--- src/tag_sighting_table_core_defines.svh ---
// ---------------------------------------------------------------------------
// Tag sighting table assertion macros
// Shared concurrent assertion forms for the tag sighting table, clocked on
// the rising edge and switched off while reset is held.
// ---------------------------------------------------------------------------
`ifndef TAG_SIGHTING_TABLE_CORE_DEFINES_SVH
`define TAG_SIGHTING_TABLE_CORE_DEFINES_SVH

// The consequent must hold in the same cycle as the antecedent.
`define TST_ASSERT_SAME(label, clk, rstn, ante, cons) \
    label: assert property (@(posedge clk) disable iff (!rstn) (ante) |-> (cons)) \
        else $error("tag sighting table: same-cycle check failed");

// The consequent must hold in the cycle after the antecedent.
`define TST_ASSERT_NEXT(label, clk, rstn, ante, cons) \
    label: assert property (@(posedge clk) disable iff (!rstn) (ante) |=> (cons)) \
        else $error("tag sighting table: next-cycle check failed");

`endif

--- src/tst_pkg.sv ---
// ---------------------------------------------------------------------------
// Tag sighting table package
// Sizes, result codes, the entry layout, controller/datapath command and
// status structs, and the saturating level counter update.
// ---------------------------------------------------------------------------
`default_nettype none

package tst_pkg;

    // Table geometry and flush limit.
    localparam int TABLE_DEPTH = 16;
    localparam int MAX_RESULTS = 16;
    localparam int IDX_W       = (TABLE_DEPTH > 1) ? $clog2(TABLE_DEPTH) : 1;
    localparam int CNT_W       = $clog2(MAX_RESULTS + 1);

    localparam logic [IDX_W-1:0] IDX_LAST  = IDX_W'(TABLE_DEPTH - 1);
    localparam logic [CNT_W-1:0] CNT_LIMIT = CNT_W'(MAX_RESULTS - 1);

    // Counter limits and the highest accepted strength level.
    localparam logic [3:0] COUNT_MAX = 4'd15;
    localparam logic [3:0] TOP_LEVEL = 4'd7;

    // Result kinds.
    localparam logic [1:0] KIND_STATUS = 2'd0;
    localparam logic [1:0] KIND_ENTRY  = 2'd1;
    localparam logic [1:0] KIND_EMPTY  = 2'd2;

    // Sighting status codes.
    localparam logic [1:0] ST_UPDATED = 2'd0;
    localparam logic [1:0] ST_ADDED   = 2'd1;
    localparam logic [1:0] ST_DROPPED = 2'd2;
    localparam logic [1:0] ST_RANGE   = 2'd3;

    // Sources for the result register.
    localparam logic [1:0] SRC_STATUS = 2'd0;
    localparam logic [1:0] SRC_PEND   = 2'd1;
    localparam logic [1:0] SRC_EMPTY  = 2'd2;

    // One table entry as held in the entry memory.
    typedef struct packed {
        logic [15:0] tag;
        logic [15:0] x;
        logic [15:0] y;
        logic [7:0]  building;
        logic [31:0] counts;
    } entry_t;

    // Commands from the controller to the datapath.
    typedef struct packed {
        logic       load_in;
        logic       idx_clr;
        logic       idx_inc;
        logic       rd_issue;
        logic       wr_add;
        logic       wr_update;
        logic       take;
        logic       pend_clr;
        logic       emit;
        logic [1:0] emit_src;
        logic [1:0] emit_status;
        logic       emit_last;
    } dp_cmd_t;

    // Status from the datapath to the controller.
    typedef struct packed {
        logic flush;
        logic lvl_bad;
        logic tag_zero;
        logic hit;
        logic empty;
        logic idx_last;
        logic pend_valid;
        logic cnt_limit;
        logic out_free;
    } dp_status_t;

    // Raise the 4-bit counter of one level, saturating at its maximum.
    function automatic logic [31:0] raise_level(input logic [31:0] counts,
                                                input logic [2:0] lvl);
        logic [31:0] res;
        logic [3:0]  nib;
        res = counts;
        for (int n = 0; n < 8; n++) begin
            nib = counts[4*n +: 4];
            if ((3'(n) == lvl) && (nib != COUNT_MAX)) begin
                res[4*n +: 4] = nib + 4'd1;
            end
        end
        return res;
    endfunction

endpackage

`default_nettype wire

--- src/tst_ctrl.sv ---
// ---------------------------------------------------------------------------
// Tag sighting table controller
// Sequences the table scan for sightings and flushes, one entry read and
// one evaluation step per table entry.
// ---------------------------------------------------------------------------
`default_nettype none

module tst_ctrl
    import tst_pkg::*;
(
    input  wire logic       aclk,
    input  wire logic       aresetn,
    input  wire logic       s_valid,
    output logic            s_ready,
    input  wire dp_status_t sts,
    output dp_cmd_t         cmd
);

    localparam logic [2:0] S_IDLE   = 3'd0;
    localparam logic [2:0] S_START  = 3'd1;
    localparam logic [2:0] S_READ   = 3'd2;
    localparam logic [2:0] S_EVAL   = 3'd3;
    localparam logic [2:0] S_FINISH = 3'd4;

    logic [2:0] state_reg;
    logic [2:0] state_next;

    assign s_ready = (state_reg == S_IDLE);

    // State register.
    always_ff @(posedge aclk) begin
        if (!aresetn) begin
            state_reg <= S_IDLE;
        end else begin
            state_reg <= state_next;
        end
    end

    // Next state and command decode.
    always_comb begin
        state_next      = state_reg;
        cmd             = '0;
        cmd.emit_src    = SRC_STATUS;
        cmd.emit_status = ST_UPDATED;
        unique case (state_reg)
            S_IDLE: begin
                if (s_valid) begin
                    cmd.load_in = 1'b1;
                    cmd.idx_clr = 1'b1;
                    state_next  = S_START;
                end
            end
            S_START: begin
                // Sightings with a bad level or the empty tag finish without a table scan.
                if (sts.flush) begin
                    state_next = S_READ;
                end else if (sts.lvl_bad || sts.tag_zero) begin
                    if (sts.out_free) begin
                        cmd.emit        = 1'b1;
                        cmd.emit_src    = SRC_STATUS;
                        cmd.emit_status = sts.lvl_bad ? ST_RANGE : ST_DROPPED;
                        state_next      = S_IDLE;
                    end
                end else begin
                    state_next = S_READ;
                end
            end
            S_READ: begin
                cmd.rd_issue = 1'b1;
                state_next   = S_EVAL;
            end
            S_EVAL: begin
                if (!sts.flush) begin
                    // Sighting: stop at the first matching or empty entry.
                    if (sts.hit || sts.empty) begin
                        if (sts.out_free) begin
                            cmd.wr_update   = sts.hit;
                            cmd.wr_add      = !sts.hit;
                            cmd.emit        = 1'b1;
                            cmd.emit_src    = SRC_STATUS;
                            cmd.emit_status = sts.hit ? ST_UPDATED : ST_ADDED;
                            state_next      = S_IDLE;
                        end
                    end else if (sts.idx_last) begin
                        if (sts.out_free) begin
                            cmd.emit        = 1'b1;
                            cmd.emit_src    = SRC_STATUS;
                            cmd.emit_status = ST_DROPPED;
                            state_next      = S_IDLE;
                        end
                    end else begin
                        cmd.idx_inc = 1'b1;
                        state_next  = S_READ;
                    end
                end else if (!sts.empty) begin
                    // Flush: the held entry goes out once a newer one is found.
                    if (!sts.pend_valid || sts.out_free) begin
                        cmd.take      = 1'b1;
                        cmd.emit      = sts.pend_valid;
                        cmd.emit_src  = SRC_PEND;
                        cmd.emit_last = 1'b0;
                        if (sts.cnt_limit || sts.idx_last) begin
                            state_next = S_FINISH;
                        end else begin
                            cmd.idx_inc = 1'b1;
                            state_next  = S_READ;
                        end
                    end
                end else if (sts.idx_last) begin
                    state_next = S_FINISH;
                end else begin
                    cmd.idx_inc = 1'b1;
                    state_next  = S_READ;
                end
            end
            S_FINISH: begin
                // Final flush result: the held entry, or the empty marker.
                if (sts.out_free) begin
                    cmd.emit      = 1'b1;
                    cmd.emit_src  = sts.pend_valid ? SRC_PEND : SRC_EMPTY;
                    cmd.emit_last = 1'b1;
                    cmd.pend_clr  = 1'b1;
                    state_next    = S_IDLE;
                end
            end
            default: begin
                state_next = S_IDLE;
            end
        endcase
    end

endmodule

`default_nettype wire

--- src/tst_dp.sv ---
// ---------------------------------------------------------------------------
// Tag sighting table datapath
// Input capture, entry memory with occupancy flags, the held flush entry,
// the scan index and flush counter, and the result register.
// ---------------------------------------------------------------------------
`default_nettype none

module tst_dp
    import tst_pkg::*;
(
    input  wire logic        aclk,
    input  wire logic        aresetn,
    input  wire dp_cmd_t     cmd,
    output dp_status_t       sts,
    input  wire logic        s_action,
    input  wire logic [15:0] s_tag_id,
    input  wire logic [15:0] s_pos_x,
    input  wire logic [15:0] s_pos_y,
    input  wire logic [7:0]  s_building,
    input  wire logic [3:0]  s_strength,
    output logic             m_valid,
    input  wire logic        m_ready,
    output logic [1:0]       m_kind,
    output logic [1:0]       m_status,
    output logic [15:0]      m_out_tag_id,
    output logic [15:0]      m_out_x,
    output logic [15:0]      m_out_y,
    output logic [7:0]       m_out_building,
    output logic [31:0]      m_level_counts,
    output logic             m_last
);

    // Captured input item.
    logic        action_reg;
    logic [15:0] tag_reg;
    logic [15:0] x_reg;
    logic [15:0] y_reg;
    logic [7:0]  bld_reg;
    logic [3:0]  lvl_reg;

    // Scan position and number of entries taken by the current flush.
    logic [IDX_W-1:0] idx_reg;
    logic [CNT_W-1:0] cnt_reg;

    // Entry memory, occupancy flags and registered read.
    entry_t                 mem [TABLE_DEPTH];
    logic [TABLE_DEPTH-1:0] valid_reg;
    entry_t                 rd_reg;
    logic                   rd_valid_reg;

    // Entry held back during a flush until its successor is known.
    entry_t pend_reg;
    logic   pend_valid_reg;

    // Result register.
    logic        m_valid_reg;
    logic        m_valid_next;
    logic [1:0]  kind_reg;
    logic [1:0]  status_reg;
    logic [15:0] otag_reg;
    logic [15:0] ox_reg;
    logic [15:0] oy_reg;
    logic [7:0]  obld_reg;
    logic [31:0] ocnt_reg;
    logic        last_reg;

    logic        out_free;
    logic [31:0] upd_counts;
    logic [31:0] add_counts;
    entry_t      wr_data;
    logic        wr_en;

    assign out_free   = !m_valid_reg || m_ready;
    assign upd_counts = raise_level(rd_reg.counts, lvl_reg[2:0]);
    assign add_counts = raise_level(32'd0, lvl_reg[2:0]);

    // Status towards the controller.
    always_comb begin
        sts.flush      = action_reg;
        sts.lvl_bad    = (lvl_reg > TOP_LEVEL);
        sts.tag_zero   = (tag_reg == 16'd0);
        sts.hit        = rd_valid_reg && (rd_reg.tag == tag_reg);
        sts.empty      = !rd_valid_reg;
        sts.idx_last   = (idx_reg == IDX_LAST);
        sts.pend_valid = pend_valid_reg;
        sts.cnt_limit  = (cnt_reg == CNT_LIMIT);
        sts.out_free   = out_free;
    end

    // Input capture.
    always_ff @(posedge aclk) begin
        if (cmd.load_in) begin
            action_reg <= s_action;
            tag_reg    <= s_tag_id;
            x_reg      <= s_pos_x;
            y_reg      <= s_pos_y;
            bld_reg    <= s_building;
            lvl_reg    <= s_strength;
        end
    end

    // Scan index and flush counter.
    always_ff @(posedge aclk) begin
        if (!aresetn) begin
            idx_reg <= '0;
            cnt_reg <= '0;
        end else begin
            if (cmd.idx_clr) begin
                idx_reg <= '0;
                cnt_reg <= '0;
            end else begin
                if (cmd.idx_inc) begin
                    idx_reg <= idx_reg + IDX_W'(1);
                end
                if (cmd.take) begin
                    cnt_reg <= cnt_reg + CNT_W'(1);
                end
            end
        end
    end

    // Write data: a new entry, or the read entry with its counter raised.
    always_comb begin
        wr_en = cmd.wr_add || cmd.wr_update;
        if (cmd.wr_add) begin
            wr_data.tag      = tag_reg;
            wr_data.x        = x_reg;
            wr_data.y        = y_reg;
            wr_data.building = bld_reg;
            wr_data.counts   = add_counts;
        end else begin
            wr_data        = rd_reg;
            wr_data.counts = upd_counts;
        end
    end

    // Entry memory: one write port and one registered read port.
    always_ff @(posedge aclk) begin
        if (wr_en) begin
            mem[idx_reg] <= wr_data;
        end
        if (cmd.rd_issue) begin
            rd_reg <= mem[idx_reg];
        end
    end

    // Occupancy flags and registered read of the flag.
    always_ff @(posedge aclk) begin
        if (!aresetn) begin
            valid_reg    <= '0;
            rd_valid_reg <= 1'b0;
        end else begin
            if (cmd.wr_add) begin
                valid_reg[idx_reg] <= 1'b1;
            end else if (cmd.take) begin
                valid_reg[idx_reg] <= 1'b0;
            end
            if (cmd.rd_issue) begin
                rd_valid_reg <= valid_reg[idx_reg];
            end
        end
    end

    // Held flush entry.
    always_ff @(posedge aclk) begin
        if (!aresetn) begin
            pend_valid_reg <= 1'b0;
        end else if (cmd.take) begin
            pend_valid_reg <= 1'b1;
        end else if (cmd.pend_clr) begin
            pend_valid_reg <= 1'b0;
        end
    end

    always_ff @(posedge aclk) begin
        if (cmd.take) begin
            pend_reg <= rd_reg;
        end
    end

    // Result valid: set on a new result, cleared once the transfer completes.
    always_comb begin
        if (cmd.emit) begin
            m_valid_next = 1'b1;
        end else if (m_ready) begin
            m_valid_next = 1'b0;
        end else begin
            m_valid_next = m_valid_reg;
        end
    end

    always_ff @(posedge aclk) begin
        if (!aresetn) begin
            m_valid_reg <= 1'b0;
        end else begin
            m_valid_reg <= m_valid_next;
        end
    end

    // Result payload.
    always_ff @(posedge aclk) begin
        if (cmd.emit) begin
            unique case (cmd.emit_src)
                SRC_STATUS: begin
                    kind_reg   <= KIND_STATUS;
                    status_reg <= cmd.emit_status;
                    otag_reg   <= tag_reg;
                    ox_reg     <= 16'd0;
                    oy_reg     <= 16'd0;
                    obld_reg   <= 8'd0;
                    if (cmd.emit_status == ST_UPDATED) begin
                        ocnt_reg <= upd_counts;
                    end else if (cmd.emit_status == ST_ADDED) begin
                        ocnt_reg <= add_counts;
                    end else begin
                        ocnt_reg <= 32'd0;
                    end
                    last_reg   <= 1'b1;
                end
                SRC_PEND: begin
                    kind_reg   <= KIND_ENTRY;
                    status_reg <= ST_UPDATED;
                    otag_reg   <= pend_reg.tag;
                    ox_reg     <= pend_reg.x;
                    oy_reg     <= pend_reg.y;
                    obld_reg   <= pend_reg.building;
                    ocnt_reg   <= pend_reg.counts;
                    last_reg   <= cmd.emit_last;
                end
                default: begin
                    kind_reg   <= KIND_EMPTY;
                    status_reg <= ST_UPDATED;
                    otag_reg   <= 16'd0;
                    ox_reg     <= 16'd0;
                    oy_reg     <= 16'd0;
                    obld_reg   <= 8'd0;
                    ocnt_reg   <= 32'd0;
                    last_reg   <= 1'b1;
                end
            endcase
        end
    end

    assign m_valid        = m_valid_reg;
    assign m_kind         = kind_reg;
    assign m_status       = status_reg;
    assign m_out_tag_id   = otag_reg;
    assign m_out_x        = ox_reg;
    assign m_out_y        = oy_reg;
    assign m_out_building = obld_reg;
    assign m_level_counts = ocnt_reg;
    assign m_last         = last_reg;

endmodule

`default_nettype wire

--- src/tag_sighting_table_core.sv ---
// ---------------------------------------------------------------------------
// Tag sighting table core
// Records radio-tag sightings into a scanned entry table with per-level
// saturating counters, and flushes occupied entries on request.
// ---------------------------------------------------------------------------
//
// Channel   Ports        Moves
// input     s_valid/rdy  one sighting or flush request per transfer
// result    m_valid/rdy  one status, flushed entry or empty marker
//
// A sighting scans entries up to the first match or empty entry, at most
// TABLE_DEPTH of them. A flush scans the whole table, plus result stalls.
// Each scanned entry takes a read step and then an evaluation step, set by the
// single registered read port of the entry memory.
// Occupancy is held in flip-flops cleared by reset, so no clearing pass runs.
// A stalled result holds the scan only when a further result must be loaded.
// ---------------------------------------------------------------------------
`default_nettype none

`include "tag_sighting_table_core_defines.svh"

module tag_sighting_table_core
    import tst_pkg::*;
(
    input  wire logic        aclk,
    input  wire logic        aresetn,
    input  wire logic        s_valid,
    output logic             s_ready,
    input  wire logic        s_action,
    input  wire logic [15:0] s_tag_id,
    input  wire logic [15:0] s_pos_x,
    input  wire logic [15:0] s_pos_y,
    input  wire logic [7:0]  s_building,
    input  wire logic [3:0]  s_strength,
    output logic             m_valid,
    input  wire logic        m_ready,
    output logic [1:0]       m_kind,
    output logic [1:0]       m_status,
    output logic [15:0]      m_out_tag_id,
    output logic [15:0]      m_out_x,
    output logic [15:0]      m_out_y,
    output logic [7:0]       m_out_building,
    output logic [31:0]      m_level_counts,
    output logic             m_last
);

    dp_cmd_t    cmd;
    dp_status_t sts;

    // Scan sequencer.
    tst_ctrl u_ctrl (
        .aclk    (aclk),
        .aresetn (aresetn),
        .s_valid (s_valid),
        .s_ready (s_ready),
        .sts     (sts),
        .cmd     (cmd)
    );

    // Table storage and result path.
    tst_dp u_dp (
        .aclk           (aclk),
        .aresetn        (aresetn),
        .cmd            (cmd),
        .sts            (sts),
        .s_action       (s_action),
        .s_tag_id       (s_tag_id),
        .s_pos_x        (s_pos_x),
        .s_pos_y        (s_pos_y),
        .s_building     (s_building),
        .s_strength     (s_strength),
        .m_valid        (m_valid),
        .m_ready        (m_ready),
        .m_kind         (m_kind),
        .m_status       (m_status),
        .m_out_tag_id   (m_out_tag_id),
        .m_out_x        (m_out_x),
        .m_out_y        (m_out_y),
        .m_out_building (m_out_building),
        .m_level_counts (m_level_counts),
        .m_last         (m_last)
    );

    // A new result is only loaded when the previous one has gone or is leaving.
    `TST_ASSERT_SAME(a_emit_free, aclk, aresetn, cmd.emit, (!m_valid || m_ready))

    // The table is written only together with the status result it causes.
    `TST_ASSERT_SAME(a_write_emits, aclk, aresetn, (cmd.wr_add || cmd.wr_update), cmd.emit)

    // After an input transfer the block is busy in the following cycle.
    `TST_ASSERT_NEXT(a_busy_after_accept, aclk, aresetn, (s_valid && s_ready), !s_ready)

    // The empty marker is always the only, and so the final, flush result.
    `TST_ASSERT_SAME(a_empty_last, aclk, aresetn, (m_valid && (m_kind == KIND_EMPTY)), m_last)

endmodule

`default_nettype wire
--- config.mk ---
export PLATFORM = sky130hd
export DESIGN_NAME = tag_sighting_table_core
export DESIGN_NICKNAME = d
export VERILOG_FILES = /design/src/tst_pkg.sv /design/src/tst_ctrl.sv /design/src/tst_dp.sv /design/src/tag_sighting_table_core.sv
export VERILOG_INCLUDE_DIRS = /design/src /design/src/src
export SDC_FILE = /design/constraint.sdc
export NUM_CORES = 2
export LEC_CHECK = 0
export ABC_CLOCK_PERIOD_IN_PS = 16700
export BUFFER_PORTS_ARGS = -buffer_cell sky130_fd_sc_hd__buf_2
export CORE_MARGIN = 2
export CORE_UTILIZATION = 45
export CTS_BUF_LIST = sky130_fd_sc_hd__clkbuf_16
export DETAILED_ROUTE_END_ITERATION = 8
export HOLD_SLACK_MARGIN = 0.1
export PLACE_DENSITY = 0.63
export SLEW_MARGIN = 20
export SYNTH_ARGS = -nofsm -noshare
export SYNTH_HDL_FRONTEND = slang
export SYNTH_SLANG_ARGS = --single-unit
--- constraint.sdc ---
create_clock -name aclk -period 16.7 [get_ports aclk]
set_input_delay 0 -clock aclk [delete_from_list [all_inputs] [get_ports aclk]]
set_output_delay 0 -clock aclk [all_outputs]
set_load 0.1 [all_outputs]
==> reports/metrics.cfg <==
[sta]
fmax_mhz = 213
worst_pin_slew_ns = 1.13
worst_slack_ns = 12.01
hold_violations = 0
timing.hold.ws_ns = 0.259
grt_setup_unrepaired = false
final_max_slew_viol_count = 0
fin_setup_tns_ns = 0
final.min_clock_period_ns = 4.69
skew_ns = 0.0267
finalSetupViolations = 0
slew_headroom_pct = 24.8
period_share_pct = 28.1

[grt]
grt_start_max_net_pins = 93
grt_pass1_vias = 32000
grt_pass1_wl_mm = 224
antenna_found_initial = 4
grt_overflow_total = 0
grt_usage_pct = 20.3

[placed_design]
place.gp.congestion = 0.784
port_buffers = 159
place.detailed.hpwl_mm = 77.9
dp_cells = 5006
pre_cts_slack_ns = 11.91

[yosys]
synth_flop_cell = edfxtp_1
ys_seq_area_share_pct = 78.7
synth-edff-count = 1738
synthArstFlopShare_pct = 0
synth_cell_types = 57
syn_nets = 3084
avgSynthCellArea_um2 = 22.3
ys_warn_count = 0
ys_ff_latch = 1769
syn_area_um2 = 67100
synth_cells = 3005

[power]
p_leak_nw = 24.3
switchingPower_w = 0.00193
p_sw_share_pct = 21.0
share_seq_of_total_power_pct = 54.1
p_total_w = 0.00919
clkPwrFrac_pct = 42.6
power_density_nw_per_um2 = 119
power_frac_comb_pct = 3.3
p_int_w = 0.00726
vdd_drop_max_v = 0.0000976

[min_path]
hold_class = input pin to register
hold-path-endpoint = u_ctrl.state_reg[2]$_SDFFE_PN0P_
hold_start = s_valid
hold_depth = 6

[final_layout]
drive_gt1_share_pct = 27.4
final_common_cell = edfxtp_1
syn_to_final_growth_pct = 15.1
fillers = 11300
fin_cells = 5462
nets = 3463
final_cell_mix = 1738 x edfxtp_1, 444 x mux4_2, 233 x nand2_1
largest_reg_flops = 1408

[critical_path]
ff2ff_setup_slack_ns = 12.01
path_max_fanout = 48
cpLargestDelayFamily = buffers and inverters
cp_cell_sequence = buf_4 -> ha_1 -> nand2_1 -> nor2_4 -> buf_4 -> buf_4
critPathLaunchType = register
path_common_cell = buf_4
crit_type = register to register
r2r_end = u_dp.mem[5][41]$_DFFE_PP_
critPathSlowestCell = buf_4
cp.arrival_ns = 5.12
crit_buf_inv = 3
reg2reg_from = u_dp.idx_reg[0]$_SDFFE_PP0P_
r2r_cells = 6
endpoint_kind = register
slowest_delay_ns = 0.84
worst_ep_required_time_ns = 17.13

[floorplan]
num_rows = 141
coreArea_um2 = 148000
ioPinCount = 160
die_area_um2 = 152000
die_width_um = 390
start_util_pct = 45.4
die_h_um = 390

[detailed_routing]
routed_wl_mm = 154
firstDrtPassIters = 5
drc = 0
ant_nets = 0
viasPerCell = 5.79
drt_iter0_drc = 3060
wl_per_cell_um = 28.2
vias = 31600

[run_status]
outcome = finished, final reports clean

[flow_run]
timing.max_cap.violations = 0

[cts]
path_clk_slew_ns = 0.06
cts_resized = 0
clockBufferDepth = 3
cts_max_level = 4
clockRootBuffer = clkbuf_16
clock_latency_ns = 0.81
cts_setup_buffers = 0
cts_hold_buffers = 127
cts_sinks = 1769
cts_tree = done
cts_inserted_buffers = 178

==> power by group through the flow <==
stage / registers, W / logic [W] / clock network, W
after floorplan: 0.00511 / 0.000137 / 0
after global placement: 0.00507 / 0.000276 / 0
after detailed placement: 0.00507 / 0.000281 / 0
after global routing: 0.00498 / 0.000325 / 0.00416
final: 0.00498 / 0.000303 / 0.00391
after CTS: 0.00498 / 0.000304 / 0.00398
==> through the flow <==
stage	cell area, µm²	utilization, %
floorplan	67100	-
global placement	70100	47.4
detailed placement	70100	47.4
CTS	77200	52.2
global route	77300	52.3
finish	77300	52.3
==> synth_stat cells (9+ instances only) <==
cell type,instances,area share [%]
inv_1,10,0.056
a32o_1,16,0.24
o21ai_1,25,0.19
buf_1,16,0.089
nand2_1,234,1.3
nor2_1,83,0.46
edfxtp_1,1738,78
dfxtp_1,31,0.92
buf_2,32,0.24
nor4_1,9,0.084
and2_1,42,0.39
ha_1,14,0.26
mux4_2,444,15
xnor2_1,10,0.13
xor2_1,26,0.34
buf_6,15,0.25
nand3_1,34,0.25
a21oi_1,28,0.21
mux2i_1,15,0.22
clkbuf_1,59,0.33
o21ai_0,20,0.15
buf_4,26,0.29
==> tightest hold or removal path: cells and delay by family <==
kind | cells | cell delay (ns)
buffers and inverters | 2 | 0.69
and+or+nand+nor | 4 | 0.31
==> layout make-up <==
class	instances	area (µm²)	area share [%]
Antenna cell	3	7.51	0.00972
Clock buffer	179	4480	5.80
Clock inverter	146	1290	1.68
Inverter	13	56.3	0.0729
Multi-Input combinational cell	1074	13600	17.6
Sequential cell	1769	52800	68.4
Tap cell	1930	2410	3.13
Timing Repair Buffer	348	2570	3.32
==> worst max path at each step <==
stage	startpoint	end	slack, ns	depth (start not counted)
3_3_place_gp	u_dp.idx_reg[0]$_SDFFE_PP0P_	u_dp.mem[5][33]$_DFFE_PP_	11.95	6
6_report	u_dp.idx_reg[0]$_SDFFE_PP0P_	u_dp.mem[5][41]$_DFFE_PP_	12.01	6
3_5_place_dp	u_dp.idx_reg[0]$_SDFFE_PP0P_	u_dp.mem[5][40]$_DFFE_PP_	11.91	6
2_1_floorplan	u_dp.m_valid$_SDFFE_PN0P_	u_dp.mem[15][0]$_DFFE_PP_	10.52	7
4_1_cts	u_dp.idx_reg[0]$_SDFFE_PP0P_	u_dp.mem[5][41]$_DFFE_PP_	11.89	6
5_1_grt	u_dp.idx_reg[0]$_SDFFE_PP0P_	u_dp.rd_reg[27]$_DFFE_PP_	11.63	5
==> routing by layer <==
metal | vias to the layer above | track usage (%) | share of wire, %
met2 | 1101 | 32.7 | 49
met1 | 17100 | 29.1 | 43
met3 | 215 | 3.30 | 5.8
li1 | 13200 | - | -
met4 | 2 | 5.62 | 2.2
met5 | - | 0 | 0.0084
==> kinds of logic (layout without fill, tap and decap cells) <==
group	Yosys count	count (layout)	synth area share, %
AOI/OAI and AO/OA	122	122	1.18
xor gates and xnor gates	36	36	0.470
adders and majority gates	14	14	0.261
buffers and inverters	162	686	1.28
DFF	1769	1769	78.7
muxes	462	462	15.2
other	0	3	0
and+or+nand+nor	440	440	2.94
Note: power is estimated with default switching activity, not from simulation.
